<file path="src/hdl/plua_pkg.sv">
// Types, constants and codes of the paged linear upload allocator.
package plua_pkg;

  localparam int NUM_SETS    = 3;
  localparam int MAX_PAGES   = 16;
  localparam int SET_W       = (NUM_SETS > 1) ? $clog2(NUM_SETS) : 1;
  localparam int PAGE_W      = (MAX_PAGES > 1) ? $clog2(MAX_PAGES) : 1;
  localparam int CNT_W       = $clog2(MAX_PAGES + 1);
  localparam int FILL_W      = 25;
  localparam int ROW_W       = MAX_PAGES * FILL_W;
  localparam int TRIM_W      = 8;
  localparam int SHIFT_W     = 5;
  localparam int ALIGN_W     = 33;
  localparam int CFG_IDX_W   = 1;
  localparam int QUEUE_DEPTH = 2;

  localparam logic [FILL_W-1:0] PAGE_LIMIT      = 25'h100_0000;
  localparam logic [FILL_W-1:0] PAGE_SIZE_RESET = 25'h001_0000;
  localparam logic [TRIM_W-1:0] TRIM_RESET      = 8'd8;

  localparam logic [CFG_IDX_W-1:0] CFG_PAGE_SIZE = 1'b0;
  localparam logic [CFG_IDX_W-1:0] CFG_TRIM      = 1'b1;

  typedef enum logic [1:0] {
    REQ_ALLOC = 2'd0,
    REQ_RESET = 2'd1,
    REQ_CYCLE = 2'd2,
    REQ_NONE  = 2'd3
  } req_e;

  typedef enum logic [1:0] {
    ST_OK      = 2'd0,
    ST_TOO_BIG = 2'd1,
    ST_NO_PAGE = 2'd2,
    ST_DONE    = 2'd3
  } status_e;

  typedef enum logic [1:0] {
    BK_IDLE,
    BK_LANE,
    BK_DONE
  } back_state_e;

  typedef struct packed {
    logic [1:0]  req_type;
    logic [24:0] alloc_size;
    logic [4:0]  align_shift;
  } plua_in_t;

  typedef struct packed {
    logic [1:0]  status;
    logic [2:0]  set_index;
    logic [3:0]  page_index;
    logic [23:0] offset;
    logic [4:0]  page_count;
  } plua_out_t;

  // Classified request handed from front to back.
  typedef struct packed {
    req_e               kind;
    logic               too_big;
    logic [FILL_W-1:0]  size;
    logic [SHIFT_W-1:0] shift;
  } plua_work_t;

  typedef struct packed {
    logic [FILL_W-1:0] eff_size;
    logic [TRIM_W-1:0] trim;
  } plua_cfg_t;

endpackage

</file>
<file path="src/hdl/plua_front.sv">
// Front end: accepts request words, flags oversized ones and queues them.
module plua_front import plua_pkg::*; (
  input  logic              clk_i,
  input  logic              rst_ni,
  input  logic [FILL_W-1:0] eff_size_i,
  input  logic              in_valid_i,
  output logic              in_ready_o,
  input  plua_in_t          in_data_i,
  output logic              pop_valid_o,
  input  logic              pop_ready_i,
  output plua_work_t        pop_data_o
);

  localparam int PTR_W = (QUEUE_DEPTH > 1) ? $clog2(QUEUE_DEPTH) : 1;
  localparam int QCNT_W = $clog2(QUEUE_DEPTH + 1);

  plua_work_t          slot_q [QUEUE_DEPTH];
  logic [PTR_W-1:0]    wptr_q, wptr_d, rptr_q, rptr_d;
  logic [QCNT_W-1:0]   cnt_q, cnt_d;
  logic                push, pop;
  plua_work_t          work;

  assign in_ready_o  = (cnt_q != QCNT_W'(QUEUE_DEPTH));
  assign pop_valid_o = (cnt_q != '0);
  assign pop_data_o  = slot_q[rptr_q];
  assign push        = in_valid_i && in_ready_o;
  assign pop         = pop_valid_o && pop_ready_i;

  always_comb begin
    work.kind    = req_e'(in_data_i.req_type);
    work.too_big = (in_data_i.alloc_size > eff_size_i);
    work.size    = in_data_i.alloc_size;
    work.shift   = in_data_i.align_shift;
  end

  always_comb begin
    wptr_d = wptr_q;
    rptr_d = rptr_q;
    if (push) begin
      wptr_d = (wptr_q == PTR_W'(QUEUE_DEPTH - 1)) ? '0 : wptr_q + 1'b1;
    end
    if (pop) begin
      rptr_d = (rptr_q == PTR_W'(QUEUE_DEPTH - 1)) ? '0 : rptr_q + 1'b1;
    end
    cnt_d = cnt_q + QCNT_W'(push) - QCNT_W'(pop);
  end

  always_ff @(posedge clk_i or negedge rst_ni) begin
    if (!rst_ni) begin
      wptr_q <= '0;
      rptr_q <= '0;
      cnt_q  <= '0;
    end else begin
      wptr_q <= wptr_d;
      rptr_q <= rptr_d;
      cnt_q  <= cnt_d;
    end
  end

  always_ff @(posedge clk_i) begin
    if (push) begin
      slot_q[wptr_q] <= work;
    end
  end

endmodule

</file>
<file path="config.mk">
export PLATFORM = sky130hd
export DESIGN_NAME = plua_front
export DESIGN_NICKNAME = d
export VERILOG_FILES = /design/src/hdl/plua_pkg.sv /design/src/hdl/plua_front.sv
export SDC_FILE = /design/constraint.sdc
export NUM_CORES = 1
export LEC_CHECK = 0
export ABC_AREA = 1
export BUFFER_PORTS_ARGS = -buffer_cell sky130_fd_sc_hd__buf_2
export CAP_MARGIN = 15
export CORE_MARGIN = 2
export CORE_UTILIZATION = 56
export CTS_BUF_LIST = sky130_fd_sc_hd__clkbuf_16
export DETAILED_ROUTE_END_ITERATION = 8
export GPL_TIMING_DRIVEN = 0
export PLACE_DENSITY = 0.87
export SETUP_SLACK_MARGIN = 0.05
export SYNTH_ARGS = -nofsm -noshare
export SYNTH_HDL_FRONTEND = slang
export SYNTH_SLANG_ARGS = --single-unit
</file>
<file path="constraint.sdc">
create_clock -name clk_i -period 6.5 [get_ports clk_i]
set_input_delay 0.65 -clock clk_i [delete_from_list [all_inputs] [get_ports clk_i]]
set_output_delay 0.65 -clock clk_i [all_outputs]
set_load 0.01 [all_outputs]
</file>
Yosys cells after proc, flatten, opt, wreduce, memory -nomap -nowiden --
Memory sizes are Yosys's and may differ from the RTL's. Index checks and enable logic that the tools add are counted.
Operators by class: add/subtract/negate cells 4, reduce and logical (&&, ||, !) cells 3, mux-type cells 4, eq/ne operators 1, magnitude comparators 1
Operator list (number):
- > comparator 25 bit | 1
- two-way mux 1 bit | 4
- adder 1 bit, second input constant | 2
- adder 2 x 1 -> 2 bit | 1
- logical AND 1 bit | 2
- inequality test 2 bit, second input constant | 1
- nonzero test 2 bit | 1
- subtractor 2 x 1 -> 2 bit | 1
Word-level totals: memory bits (writable) 66, bits in registers 4, memories kept 1, word-level logic and storage cells 17, input bits 61, output and inout bits 35
Memory list:
- slot_q | words 2, width 33, read ports 1, clocked after memory_dff 0, wr ports 1, RTL line plua_front.sv:17 | plua_work_t slot_q [QUEUE_DEPTH];

Depth between registers and ports, before layout --
depth after elaboration 4, depth in mapped cells 12

Least setup slack after synthesis --
No wires, ideal clock.
path type in2reg, start point input in_valid_i, end point memory slot_q[1][0] in the netlist's numbering, enable pin, slack 3.913 ns, stages on the path 2, setup time 0.425 ns, required time 6.075 ns, path buffers 0, data arrival time 2.163 ns, cell sequence nand2_1 -> nor2_1
On the way: longest elaborated chain between the ends 3
Ends and longest elaborated chain:
- start: declaration | RTL line plua_front.sv:6 | input logic in_valid_i,
- logical AND 1 bit | RTL line plua_front.sv:26 | assign push = in_valid_i && in_ready_o;
- two-way mux 1 bit | RTL line plua_front.sv:61 | if (push) begin
- two-way mux 1 bit (implied by the code) | RTL line plua_front.sv:62 | slot_q[wptr_q] <= work;
- end: declaration | RTL line plua_front.sv:17
No other way between the ends.

==> metrics.yaml <==
outcome:
  status: "completed"
clocking:
  ctsResizeCount: 0
  cts_hold_buf: 0
  clockBufferDepth: 2
  cts_root_buf: "clkbuf_16"
  cts_tree: "built"
  h-tree-depth: 3
  cts.sinks: 70
  clk_transition_reported_paths_ns: 0.05
  cts_setup_buffers: 0
  clk_latency_ns: 0.32
  cts_buffers: 9
timing:
  hold_viol: 0
  holdWs_ns: 0.123
  tns_ns: 0
  setup_viol: 0
  timing.fmax_mhz: 451
  period_minus_slack_ns: 2.22
  finClkSkew_ns: 0.00441
  worst_pin_slew_ns: 0.561
  relSlewSlack_pct: 62.5
  slew_viol_final: 0
  fin_crit_sh_pct: 34.1
  rsz0062_at_grt: "false"
grt:
  grt_pass1_wl_mm: 10.8
  grt_max_degree: 34
  overflow: 0
  grt_pass1_vias: 2413
  track_usage_pct: 22.6
  antenna_found_initial: 0
power_and_ir_drop:
  netSwitchingPower_uw: 548
  p_per_area_mw_per_mm2: 387
  combPwrFrac_pct: 34.9
  p_int_mw: 1.07
  p_clk_share_pct: 25.1
  power_frac_seq_pct: 40.0
  power.leakage_nw: 2.08
  switching_share_pct: 33.8
  peakVddDrop_v: 0.000369
min_path:
  min-delay-path-class: "in2async"
logic_synthesis:
  synthArstFlopShare_pct: 5.71
  synth_area_leaders: "edfxtp_1 60%, nand2_1 15%, ha_1 10%, inv_1 4.5%, dfrtp_1 3.0%"
  syn_area_mm2: 0.00331
  synth.most_common_cell: "nand2_1"
  yosysUniqueCellTypes: 22
  synth_fp_nets: 402
  ys_seq_elements: 70
  yosysWarnings: 0
  synth_edf_count: 66
  syn-instance-count: 314
  yosysTopAreaCellShare_pct: 59.9
  ys_top_cells_by_count: "131 x nand2_1, 66 x edfxtp_1, 40 x inv_1"
  syn_avg_cell_area_um2: 10.5
  synth_top_flop_cell: "edfxtp_1"
  ys_seq_area_share_pct: 62.9
  synth_largest_area_cell: "edfxtp_1"
detailed_routing:
  routed_via_density: 4.96
  vias: 2475
  wire_per_inst_um: 13.8
  wirelength_mm: 6.87
  ant_nets: 0
  drtIter0Drc: 187
  drc_errors: 0
  dr.pass1.iters: 4
cells_and_area:
  fin_area_mm2: 0.00419
  layout-drive-gt1-share_pct: 28.3
  fin_nets: 510
  num_antenna_cells: 0
  areaGrowthSynthToFinish_pct: 26.6
  fillers: 391
die:
  die_w_um: 80.9
  start_util_pct: 59.0
  io_pins: 96
  die_area_mm2: 0.00654
  fp-row-count: 27
  core_mm2: 0.00561
  die_h_um: 80.9
critical_path:
  worstPathRequired_ns: 5.85
  arrival_ns: 1.57
  critPathMaxStageDelay_ns: 0.40
  cpMaxStageDelayCell: "clkbuf_1"
  path_cells: "buf_2 > clkbuf_1 > nand2_1 > nand2_1 > buf_2"
  path_delay_family: "buffers and inverters"
  worstSetupPathType: "reg2out"
  crit_buf_inv: 3
  start_kind: "flop"
  cp-end-kind: "output port"
  cp_max_fo: 10
placement:
  io_buffers: 95
  placed_area_mm2: 0.00394
  hpwl_mm: 5.08
  gp_congestion: 0.798
run:
  drv_cap: 0
-- logic make-up (layout without fill, tap and decap cells) --
kind of cell	after synthesis	in the layout	synth area share, %
simple gates	153	153	18.3
fa+ha+maj	27	27	10.2
xor+xnor	3	3	0.794
buf+inv	49	162	5.75
flops	70	70	62.9
compound gates	12	12	2.00
-- final timing paths --
path,startpoint,to,slack [ns],cells after the start
setup reg to reg,cnt_q[0],slot_q[1][8],4.79,5
hold / removal,rst_ni,rptr_q,0.12,1
hold reg to reg,cnt_q[0],cnt_q[0],0.55,1
min in group clk_i,in_data_i[30],slot_q[0][31],0.52,1
setup / recovery,rptr_q,pop_data_o[11],4.28,5
max in group asynchronous,rst_ni,cnt_q[0],6.26,1
-- power by group through the flow --
stage	Sequential, mW	Combinational, mW	Clock, mW
finish	0.649	0.567	0.407
global route	0.657	0.638	0.434
CTS	0.649	0.576	0.411
detailed placement	0.657	0.568	0
global placement	0.658	0.518	0
floorplan	0.652	0.324	0
-- worst reg2reg max path: cells and delay by family (launching register included) --
kind	cells	cell delay (ns)
buf+inv	2	0.28
flops	1	0.37
simple gates	3	0.75
-- registers in the layout (all words and copies together) (netlist names) --
signal and cells:
cnt_q 2, rptr_q 1, slot_q 66, wptr_q 1
-- cell usage in the layout, fill, tap and decap left out --
cell       netlist  layout
nand2_2          1       1
inv_1           40      44
buf_2            5     100
dfrtp_1          4       4
or2_1            1       1
buf_12           0       1
a21o_1           1       1
a21oi_1          9       9
nand3_1          2       2
o21ai_0          1       1
clkbuf_1         2       2
nand4_1          2       2
nand3_2          1       1
edfxtp_1        66      66
inv_2            2       2
ha_1            27      27
nor2_1          12      10
clkbuf_16        0       9
buf_16           0       1
nor2_4           1       3
a21oi_2          1       1
clkinv_1         0       3
xnor2_1          2       2
xor2_1           1       1
nand2_1        131     131
nor2_2           2       2
-- final cells by class --
cell class	instances	area, um^2	share of cell area, %
inverter	42	158	3.76
clock inverter	7	26.3	0.627
timing repair buffer	97	523	12.5
buffer	7	32.5	0.777
clock buffer	9	225	5.38
sequential	70	2080	49.7
tap	72	90.1	2.15
multi-input combinational	195	1050	25.1
-- through the flow --
| stage | instances | setup WS [ns] | power (mW) | util, % |
|---|---|---|---|---|
| 2_1_floorplan | 314 | 3.91 | 0.977 | - |
| 3_3_place_gp | 481 | 3.07 | 1.18 | 69.1 |
| 3_5_place_dp | 483 | 4.49 | 1.23 | 70.2 |
| 4_1_cts | 499 | 4.28 | 1.64 | 74.7 |
| 5_1_grt | 499 | 4.13 | 1.73 | 74.7 |
| 6_report | 499 | 4.28 | 1.62 | 74.7 |
-- metal layers --
metal  GRT usage (%)  vias up  routed length (um)
met5               0        -                   0
li1                -     1228                   -
met2            40.7       98                3560
met1            27.2     1141                2790
met3            3.44        8                 435
met4            9.15        0                  84
Power figures use the tool's default switching activity.
